$ cat src/base40_name_codec_assert.svh
// Assertion macros for the base-40 name codec.
// No dependencies; included by the RTL files that carry assertions.
`ifndef BASE40_NAME_CODEC_ASSERT_SVH
`define BASE40_NAME_CODEC_ASSERT_SVH

// Condition must hold at every clock edge outside reset.
`define B40NC_ASSERT_ALWAYS(label, clk, rst, cond) \
   label: assert property (@(posedge clk) disable iff (rst) (cond)) \
      else $error("codec assertion failed");

// Antecedent implies consequent in the same cycle.
`define B40NC_ASSERT_IMPLIES(label, clk, rst, ante, cons) \
   label: assert property (@(posedge clk) disable iff (rst) (ante) |-> (cons)) \
      else $error("codec assertion failed");

// Antecedent implies consequent in the next cycle.
`define B40NC_ASSERT_NEXT(label, clk, rst, ante, cons) \
   label: assert property (@(posedge clk) disable iff (rst) (ante) |=> (cons)) \
      else $error("codec assertion failed");

`endif

$ cat src/b40nc_pkg.sv
// Types, constants and character tables for the base-40 name codec.
// No dependencies; imported by base40_name_codec and its testbench.
`default_nettype none

package b40nc_pkg;

   localparam int NAME_CHARS = 12;
   localparam int WORD_BITS  = 64;
   localparam int CNT_BITS   = 4;
   localparam int BIT_CNT_W  = $clog2(WORD_BITS);
   localparam int DIGIT_W    = 6;

   localparam logic [DIGIT_W-1:0] RADIX      = 6'd40;
   localparam logic [DIGIT_W-1:0] HALF_RADIX = 6'd20;

   localparam logic [DIGIT_W-1:0] CODE_SPACE  = 6'd0;
   localparam logic [DIGIT_W-1:0] CODE_DOLLAR = 6'd27;
   localparam logic [DIGIT_W-1:0] CODE_DOT    = 6'd28;
   localparam logic [DIGIT_W-1:0] CODE_OTHER  = 6'd29;

   typedef logic [DIGIT_W-1:0] digit_type;
   typedef digit_type [NAME_CHARS-1:0] digits_type;

   typedef enum logic {
      ACT_ENCODE = 1'b0,
      ACT_DECODE = 1'b1
   } action_type;

   typedef enum logic [1:0] {
      KIND_WORD  = 2'd0,
      KIND_CHAR  = 2'd1,
      KIND_EMPTY = 2'd2
   } kind_type;

   typedef enum logic [2:0] {
      ST_IDLE,
      ST_CONV_ENC,
      ST_EMIT_ENC,
      ST_CONV_DEC,
      ST_EMIT_DEC
   } state_type;

   typedef struct packed {
      action_type          action;
      logic [7:0]          char_in;
      logic                name_end;
      logic [WORD_BITS-1:0] word_in;
      logic [CNT_BITS-1:0] max_chars;
   } req_type;

   typedef struct packed {
      kind_type            kind;
      logic [WORD_BITS-1:0] word_out;
      logic [7:0]          char_out;
      logic [CNT_BITS-1:0] char_count;
      logic                last;
   } rsp_type;

   // Map a character byte to its base-40 digit; letters fold case.
   function automatic digit_type code_of(input logic [7:0] ch);
      digit_type code;
      case (ch) inside
         [8'h41:8'h5A]: code = DIGIT_W'(ch - 8'h40);
         [8'h61:8'h7A]: code = DIGIT_W'(ch - 8'h60);
         [8'h30:8'h39]: code = DIGIT_W'(ch - 8'h12);
         8'h20:         code = CODE_SPACE;
         8'h24:         code = CODE_DOLLAR;
         8'h2E:         code = CODE_DOT;
         default:       code = CODE_OTHER;
      endcase
      return code;
   endfunction

   // Map a base-40 digit back to an upper-case ASCII byte.
   function automatic logic [7:0] char_of(input digit_type code);
      logic [7:0] ch;
      case (code) inside
         CODE_SPACE:    ch = 8'h20;
         [6'd1:6'd26]:  ch = 8'h40 + {2'b00, code};
         [6'd30:6'd39]: ch = 8'h12 + {2'b00, code};
         CODE_DOLLAR:   ch = 8'h24;
         CODE_DOT:      ch = 8'h2E;
         default:       ch = 8'h3F;
      endcase
      return ch;
   endfunction

endpackage

`default_nettype wire

$ cat src/base40_name_codec.sv
// An encode request without end of name gives no result; its character joins the pending name while there is room.
// An ending encode request runs a bit-serial radix conversion, then gives the word.
// A decode request runs the conversion, then gives one character per cycle (up to 12) while the result
// side does not stall, or one empty result; one request is in work at a time.
// Synchronous active-high reset clears the pending name, the state and the result valid flag.
`default_nettype none
`include "base40_name_codec_assert.svh"

module base40_name_codec (
   input  wire                  clock,
   input  wire                  reset,
   input  wire                  req_valid,
   output logic                 req_stall,
   input  b40nc_pkg::req_type   req_data,
   output logic                 rsp_valid,
   input  wire                  rsp_stall,
   output b40nc_pkg::rsp_type   rsp_data
);
   import b40nc_pkg::*;

   state_type                state_ff, state_in;
   digits_type               enc_ff, enc_in;
   logic [CNT_BITS-1:0]      taken_ff, taken_in;
   digits_type               work_ff, work_in;
   logic [WORD_BITS-1:0]     shift_ff, shift_in;
   logic [BIT_CNT_W-1:0]     bit_cnt_ff, bit_cnt_in;
   logic [CNT_BITS-1:0]      limit_ff, limit_in;
   logic [CNT_BITS-1:0]      dec_cnt_ff, dec_cnt_in;
   logic [CNT_BITS-1:0]      word_cnt_ff, word_cnt_in;
   rsp_type                  rsp_ff, rsp_in;
   logic                     rsp_valid_ff, rsp_valid_in;

   // shared helper terms
   logic                     out_free;
   logic                     conv_done;
   logic                     req_take;
   logic                     enc_end;
   logic                     work_zero;
   logic                     dec_empty;
   logic                     dec_last;
   logic [CNT_BITS-1:0]      dec_next_cnt;
   digits_type               work_up;
   digits_type               enc_next;
   logic [CNT_BITS-1:0]      taken_next;
   logic [NAME_CHARS-1:0]    carry;
   logic [NAME_CHARS-1:0]    carry_below;
   logic [NAME_CHARS-1:0]    lsb_above;
   logic [DIGIT_W:0]         dbl [NAME_CHARS];

   always_comb begin
      out_free  = !rsp_valid_ff || !rsp_stall;
      conv_done = (bit_cnt_ff == BIT_CNT_W'(WORD_BITS - 1));
      req_take  = req_valid && (state_ff == ST_IDLE);
      work_zero = (work_ff == '0);
      for (int i = 0; i < NAME_CHARS; i++) begin
         work_up[i]     = (i == 0) ? CODE_SPACE : work_ff[(i + NAME_CHARS - 1) % NAME_CHARS];
         carry[i]       = (work_ff[i] >= HALF_RADIX);
         lsb_above[i]   = (i == NAME_CHARS - 1) ? 1'b0 :
                          work_ff[(i + 1) % NAME_CHARS][0];
      end
      for (int i = 0; i < NAME_CHARS; i++) begin
         carry_below[i] = (i == 0) ? shift_ff[WORD_BITS-1] :
                          carry[(i + NAME_CHARS - 1) % NAME_CHARS];
         dbl[i]         = {work_ff[i], carry_below[i]};
      end
      dec_next_cnt = dec_cnt_ff + 1'b1;
      dec_empty    = (dec_cnt_ff == '0) && (work_zero || limit_ff == '0);
      dec_last     = (work_up == '0) || (dec_next_cnt == limit_ff);

      // place the new character so the first one lands in the top digit
      enc_next   = enc_ff;
      taken_next = taken_ff;
      if (req_data.char_in != 8'h00 && taken_ff < CNT_BITS'(NAME_CHARS)) begin
         for (int i = 0; i < NAME_CHARS; i++) begin
            if (CNT_BITS'(i) == CNT_BITS'(NAME_CHARS - 1) - taken_ff) begin
               enc_next[i] = code_of(req_data.char_in);
            end
         end
         taken_next = taken_ff + 1'b1;
      end
      enc_end = (req_data.char_in == 8'h00) || req_data.name_end;
   end

   // next state
   always_comb begin
      state_in = state_ff;
      case (state_ff)
         ST_IDLE: begin
            if (req_valid) begin
               if (req_data.action == ACT_DECODE) begin
                  state_in = ST_CONV_DEC;
               end else if (enc_end) begin
                  state_in = ST_CONV_ENC;
               end
            end
         end
         ST_CONV_ENC: begin
            if (conv_done) state_in = ST_EMIT_ENC;
         end
         ST_EMIT_ENC: begin
            if (out_free) state_in = ST_IDLE;
         end
         ST_CONV_DEC: begin
            if (conv_done) state_in = ST_EMIT_DEC;
         end
         ST_EMIT_DEC: begin
            if (out_free && (dec_empty || dec_last)) state_in = ST_IDLE;
         end
         default: state_in = ST_IDLE;
      endcase
   end

   // datapath and outputs
   always_comb begin
      req_stall    = (state_ff != ST_IDLE);
      enc_in       = enc_ff;
      taken_in     = taken_ff;
      work_in      = work_ff;
      shift_in     = shift_ff;
      bit_cnt_in   = bit_cnt_ff;
      limit_in     = limit_ff;
      dec_cnt_in   = dec_cnt_ff;
      word_cnt_in  = word_cnt_ff;
      rsp_in       = rsp_ff;
      rsp_valid_in = rsp_valid_ff && rsp_stall;
      case (state_ff)
         ST_IDLE: begin
            if (req_take) begin
               bit_cnt_in = '0;
               if (req_data.action == ACT_ENCODE) begin
                  if (enc_end) begin
                     // hand the finished name to the converter and start a fresh one
                     work_in     = enc_next;
                     word_cnt_in = taken_next;
                     enc_in      = '0;
                     taken_in    = '0;
                  end else begin
                     enc_in   = enc_next;
                     taken_in = taken_next;
                  end
               end else begin
                  shift_in   = req_data.word_in;
                  work_in    = '0;
                  dec_cnt_in = '0;
                  limit_in   = (req_data.max_chars > CNT_BITS'(NAME_CHARS)) ?
                               CNT_BITS'(NAME_CHARS) : req_data.max_chars;
               end
            end
         end
         ST_CONV_ENC: begin
            // halve the base-40 value, shifting its parity out as the next binary bit
            shift_in   = {work_ff[0][0], shift_ff[WORD_BITS-1:1]};
            bit_cnt_in = bit_cnt_ff + 1'b1;
            for (int i = 0; i < NAME_CHARS; i++) begin
               work_in[i] = {1'b0, work_ff[i][DIGIT_W-1:1]} +
                            (lsb_above[i] ? HALF_RADIX : CODE_SPACE);
            end
         end
         ST_CONV_DEC: begin
            // double the base-40 value and add the next word bit; top carry drops
            shift_in   = {shift_ff[WORD_BITS-2:0], 1'b0};
            bit_cnt_in = bit_cnt_ff + 1'b1;
            for (int i = 0; i < NAME_CHARS; i++) begin
               work_in[i] = carry[i] ? DIGIT_W'(dbl[i] - {1'b0, RADIX}) : dbl[i][DIGIT_W-1:0];
            end
         end
         ST_EMIT_ENC: begin
            if (out_free) begin
               rsp_valid_in       = 1'b1;
               rsp_in.kind        = KIND_WORD;
               rsp_in.word_out    = shift_ff;
               rsp_in.char_out    = 8'h00;
               rsp_in.char_count  = word_cnt_ff;
               rsp_in.last        = 1'b1;
            end
         end
         ST_EMIT_DEC: begin
            if (out_free) begin
               rsp_valid_in    = 1'b1;
               rsp_in.word_out = '0;
               if (dec_empty) begin
                  rsp_in.kind       = KIND_EMPTY;
                  rsp_in.char_out   = 8'h00;
                  rsp_in.char_count = '0;
                  rsp_in.last       = 1'b1;
               end else begin
                  rsp_in.kind       = KIND_CHAR;
                  rsp_in.char_out   = char_of(work_ff[NAME_CHARS-1]);
                  rsp_in.char_count = dec_next_cnt;
                  rsp_in.last       = dec_last;
                  dec_cnt_in        = dec_next_cnt;
                  work_in           = work_up;
               end
            end
         end
         default: begin
            rsp_valid_in = rsp_valid_ff && rsp_stall;
         end
      endcase
   end

   always_ff @(posedge clock) begin
      if (reset) begin
         state_ff     <= ST_IDLE;
         enc_ff       <= '0;
         taken_ff     <= '0;
         rsp_valid_ff <= 1'b0;
      end else begin
         state_ff     <= state_in;
         enc_ff       <= enc_in;
         taken_ff     <= taken_in;
         rsp_valid_ff <= rsp_valid_in;
      end
   end

   always_ff @(posedge clock) begin
      work_ff     <= work_in;
      shift_ff    <= shift_in;
      bit_cnt_ff  <= bit_cnt_in;
      limit_ff    <= limit_in;
      dec_cnt_ff  <= dec_cnt_in;
      word_cnt_ff <= word_cnt_in;
      rsp_ff      <= rsp_in;
   end

   assign rsp_valid = rsp_valid_ff;
   assign rsp_data  = rsp_ff;

   `B40NC_ASSERT_IMPLIES(a_enc_cleared, clock, reset,
      state_ff == ST_CONV_ENC, taken_ff == '0 && enc_ff == '0)
   `B40NC_ASSERT_IMPLIES(a_dec_within_limit, clock, reset,
      state_ff == ST_EMIT_DEC, dec_cnt_ff < limit_ff || dec_cnt_ff == '0)
   `B40NC_ASSERT_NEXT(a_conv_dec_len, clock, reset,
      state_ff == ST_CONV_DEC && conv_done, state_ff == ST_EMIT_DEC)
   `B40NC_ASSERT_IMPLIES(a_empty_is_last, clock, reset,
      rsp_valid_ff && rsp_ff.kind == KIND_EMPTY, rsp_ff.last && rsp_ff.char_count == '0)

endmodule

`default_nettype wire

$ cat config.mk
export PLATFORM = sky130hd
export DESIGN_NAME = base40_name_codec
export DESIGN_NICKNAME = d
export VERILOG_FILES = /design/src/b40nc_pkg.sv /design/src/base40_name_codec.sv
export VERILOG_INCLUDE_DIRS = /design/src /design/src/src
export SDC_FILE = /design/constraint.sdc
export NUM_CORES = 1
export LEC_CHECK = 0
export ABC_AREA = 1
export BUFFER_PORTS_ARGS = -buffer_cell sky130_fd_sc_hd__buf_2
export CAP_MARGIN = 5
export CORE_MARGIN = 1
export CORE_UTILIZATION = 62
export CTS_BUF_LIST = sky130_fd_sc_hd__clkbuf_8
export DETAILED_ROUTE_END_ITERATION = 10
export HOLD_SLACK_MARGIN = 0.03
export PLACE_DENSITY = 0.83
export SETUP_SLACK_MARGIN = 0.02
export SLEW_MARGIN = 20
export SYNTH_ARGS = -nofsm -noshare
export SYNTH_HDL_FRONTEND = slang
export SYNTH_SLANG_ARGS = --single-unit
$ cat constraint.sdc
create_clock -name clock -period 9.11 [get_ports clock]
set_input_delay 1.822 -clock clock [delete_from_list [all_inputs] [get_ports clock]]
set_output_delay 1.822 -clock clock [all_outputs]
set_load 0.01 [all_outputs]
* Word-level counts from Yosys, hierarchy flattened *
Cells that the tools add are included.

storage, ports and cells
  register bits = 313
  bits of input ports = 82
  logic and storage cells = 250

cells by class
  add/subtract/negate cells = 32
  $lt $le $gt $ge = 24
  equal/unequal tests = 32
  muxes and demuxes = 81
  bitwise operators = 1
  reduce and logical (&&, ||, !) cells = 43

operators with widths
  operator               count
  $mux W72               7
  $pmux W72 S4           1
  $pmux W64 S3           1
  $mux W6                28
  $mux W79               2
  $pmux W79 S2           1
  $mux W64               2
  $ge A6 B5 Y1 const B   13
  $sub A6 B6 Y6 const B  13
  $logic_not A72 Y1      1
  $mux W5                14
  $add A5 B5 Y6          11
  $logic_not A66 Y1      1
  $eq A8 B6 Y1 const B   3
  $mux W3                8
  $mux W4                6
  $ne A2 B2 Y1 const B   9
  $eq A3 B4 Y1 const A   4
  $eq A4 B4 Y1 const A   4
  $ge A8 B7 Y1 const B   2
  $le A8 B7 Y1 const B   2
  $mux W8                2
  $pmux W3 S5            1
  $mux W13               1
  other kinds (46)       76

* Logic depth before layout (Yosys ltp) *
  depth after elaboration = 13
  gate-level depth with buffers = 16
  mapped depth without buffers = 16

* Worst setup path before layout *
No wires, ideal clock.

  kind = input-to-reg
  start point = input port req_data[72] in the netlist's numbering
  end point = register work_ff (netlist bit dbl[10]), enable pin
  library setup time = 0.591 ns
  arrival = 7.475 ns
  required time = 8.519 ns
  path slack = 1.044 ns
  stages on the path = 8
  path buffers = 1
  cell sequence = buf_4 -> nor2_4 -> nand2_2 -> nor2_8 -> nor2_2 -> nand2_1 -> inv_1 -> nor3_1

between the ends
  longest elaborated chain between the ends = 4

ends and longest elaborated chain
  what                                RTL line                  text
  start: declaration                  base40_name_codec.sv:14   input b40nc_pkg::req_type req_data,
  $logic_not A8 Y1                    base40_name_codec.sv:81   enc_end = (req_data.char_in == 8'h00) || req_data.name_end;
  $logic_or A1 B1 Y1                  base40_name_codec.sv:81
  $ne A3 B3 Y1 (no source line)       n/a
  $reduce_and A5 Y1 (no source line)  n/a
  end signal: assignment              base40_name_codec.sv:217  work_ff <= work_in;
  end: declaration                    base40_name_codec.sv:24   digits_type work_ff, work_in;

Every way passes these cells.
A chain may end at the register's enable or synchronous reset.

* Worst setup path after layout *
  start point = register state_ff[0]
  end point = register work_ff (netlist bit dbl[67]), enable pin

between the ends
  longest elaborated chain between the ends = 4
  elaborated cells between the ends (all ways) = 11

ends and longest elaborated chain
  what                                  RTL line                                           text
  start: declaration                    base40_name_codec.sv:21                            state_type state_ff, state_in;
  start signal: assignment              base40_name_codec.sv:209                           state_ff <= state_in;
  $logic_not A3 Y1                      base40_name_codec.sv:53, base40_name_codec.sv:126
  $logic_and A1 B1 Y1                   base40_name_codec.sv:53                            req_take = req_valid && (state_ff == ST_IDLE);
  $ne A2 B2 Y1 (no source line)         n/a
  $reduce_and A5 Y1 (no source line) *  n/a

Every way passes the cells marked *; elsewhere a longest branch is shown, timed or not.

==> impl_results.md <==
- Crit Path Category: flip-flop to flip-flop
- Leak: 8.03 nW
- Die Span Y: 168 µm
- Placed inst area: 18,000 µm²
- MaxCap Viol Count: 0
- WL met1: 17,800 µm
- Met2 WL: 20,800 µm
- EDFF count, synth: 232
- Residual DRC: 0
- Layout area overhead: 10.7%
- Count leader, synth: nand2_1
- RSZ-0062 raised after global routing: no
- Flops & latches, synth: 312
- Clk_lat worst skew: 0.61 ns
- IO Pins: 163
- Critical path data required time: 9.29 ns
- CP Max Fanout: 72
- DPL Wire Length: 29,600 µm
- Register cell area after layout: 8570 µm²
- Mean area per synthesized cell: 8.75 µm²
- Syn. warnings: 0
- RePlAce Congestion: 0.894
- Placed insts: 2,378
- Max_slew headroom: 0.294
- Power density over the cells: 314 nW/µm²
- Cells after Synth: 1,955
- Worst Setup Start Kind: flip-flop
- Synth Cell Area: 17,100 µm²
- Initial Util: 0.633
- Largest net degree at the start of global routing: 79
- Chip width: 168 µm
- Clock Tree Buf Depth: 3
- Slew Viols, Final: 0
- Share of cells above drive strength 1: 0.152
- H-tree depth: 2
- Place WS: 4.92 ns
- Non-Filler Instances: 2,472
- TritonCTS clock tree: yes
- Pin slew with the least headroom to its limit: 1.06 ns
- First-pass GRT wire length: 71,200 µm
- TritonCTS Buffers: 50
- Syn_nets: 2,119
- Tot GR Track Use: 0.314
- Setup WS post-layout: 5.28 ns
- Initial DRC count: 1,693
- Final worst path period share: 0.421
- Routed wire length: 44,900 µm
- Final Cell Area: 18,900 µm²
- Area of the die: 28,300 µm²
- NumNets Final: 2,253
- Synth Flop Type: edfxtp_1
- Initial antenna violation count: 3
- Clock Skews: 0.0403 ns
- Ys async rst share: 0
- Root buffer cell: clkbuf_8
- # port buffers: 161
- Synth top cells by count: nand2_1, edfxtp_1, inv_1
- Remaining antenna violation count: 0
- Worst ir drop on vdd: 0.000232 V
- Via count: 15,000
- Post-CTS Hold Buffers: 0
- Setup Fix Bufs, Post-CTS: 0
- Core area: 27,000 µm²
- Vias per cell: 6.08
- Register area share after synthesis: 0.501
- DR WL/cell: 18.2 µm
- Post-layout power: 5.95 mW
- CTS sink cnt: 312
- Worst Path Arrival: 4.02 ns
- Number of global-route vias before repair: 14,300
- GR Overflow Total: 0
- Crit end category: flip-flop
- Synth unique cells: 52
- Met3 routed WL: 4540 µm
- Max frequency: 261 MHz
- # rows: 60
- Cts repair resizes: 0
- Final hold violations: 0
- Synth top area share: 0.407
- Worst-path clk slew: 0.07 ns
- Fill cells: 2,081
- Drt first pass iters: 6
- Worst min path class: flip-flop to flip-flop
- Final min period: 3.83 ns
- Status: finished clean
- Yosys top cell by area: edfxtp_1
- Area of the multi-input gates: 7330 µm²
- DR top layer: met5
- Final setup TNS: 0 ns
- Setup Viol. Count Final: 0
- Ranking of synthesized cells by area: edfxtp_1, nand2_1, dfxtp_1
-- worst max-delay path, cell delays in order (launching register included) --
cell	delay, ns
dfxtp_1	0.33
nor2_2	0.16
inv_2	0.08
nor2_4	0.79
inv_1	0.68
buf_4	0.42
o21ai_0	0.34
nor3_2	0.07
buf_4	0.40
-- power breakdown --
| part | internal [mW] | switching, mW |
|---|---|---|
| Combinational | 0.710 | 1.56 |
| Clock | 0.539 | 0.560 |
| Sequential | 2.28 | 0.304 |
-- registers in the layout (all words and copies together), names as in the netlist --
register	count
dbl	72
enc_ff	72
rsp_data	78
word_cnt_ff	4
dec_cnt_ff	4
rsp_valid	1
bit_cnt_ff	6
limit_ff	4
shift_ff	64
state_ff	3
taken_ff	4
-- placed cells by master (no fill, tap or decap), drive strengths merged --
master,synthesis,layout
o41ai,1,1
inv,211,236
dfxtp,80,80
a211oi,5,5
a221oi,2,2
o2111ai,14,14
nand3,160,160
and3,4,4
and2,1,1
nand2,468,468
o21ai,65,65
o21a,2,2
o221ai,63,63
xnor2,9,9
buf,41,175
a22o,3,3
a31o,2,2
o22ai,27,27
conb,1,1
a31oi,4,4
nor3,7,7
or2,53,53
a22oi,14,14
nor3b,2,2
o211ai,24,24
a21boi,2,2
clkbuf,52,53
nor2,173,173
xor2,6,6
edfxtp,232,232
a21oi,122,122
o311ai,3,3
ha,82,82
clkinv,1,14
diode,0,3
nand4,19,19
-- logic make-up after synthesis --
family / synth area share
buffers and inverters: 0.0723
and+or+nand+nor: 0.227
xor gates and xnor gates: 0.00768
AOI/OAI and AO/OA: 0.132
adders and majority gates: 0.0600
other: 0.000219
DFF: 0.501
-- per-layer routing --
metal | vias to the layer above | GRT usage
li1 | 7017 | -
met1 | 6989 | 0.401
met2 | 878 | 0.514
met3 | 141 | 0.0609
met4 | 2 | 0.156
met5 | - | 0
-- stage by stage --
stage / hold WS [ns] / util
after floorplan: 0.441 / -
after global placement: 0.446 / 0.668
after detailed placement: 0.450 / 0.668
after CTS: 0.460 / 0.701
after global routing: 0.476 / 0.701
final: 0.460 / 0.701
-- path summary, 6_finish.rpt --
| check | cells past startpoint | start | slack [ns] | end |
|---|---|---|---|---|
| setup / recovery | 8 | state_ff[0]$_SDFFE_PP0P_ | 5.28 | dbl[67]$_DFFE_PP_ |
| setup reg to reg | 8 | state_ff[0]$_SDFFE_PP0P_ | 5.28 | dbl[67]$_DFFE_PP_ |
| hold / removal | 2 | enc_ff[13]$_SDFFE_PP0P_ | 0.46 | enc_ff[13]$_SDFFE_PP0P_ |
| hold reg to reg | 2 | enc_ff[13]$_SDFFE_PP0P_ | 0.46 | enc_ff[13]$_SDFFE_PP0P_ |
-- final cells by class --
cell class	count	area share
sequential	312	0.452
multi-input combinational	1338	0.387
timing repair buffer	175	0.0481
inverter	212	0.0423
clock buffer	53	0.0385
tap	341	0.0225
clock inverter	38	0.00865
antenna	3	0.000396
No activity file was read; power rests on OpenSTA's default activity.
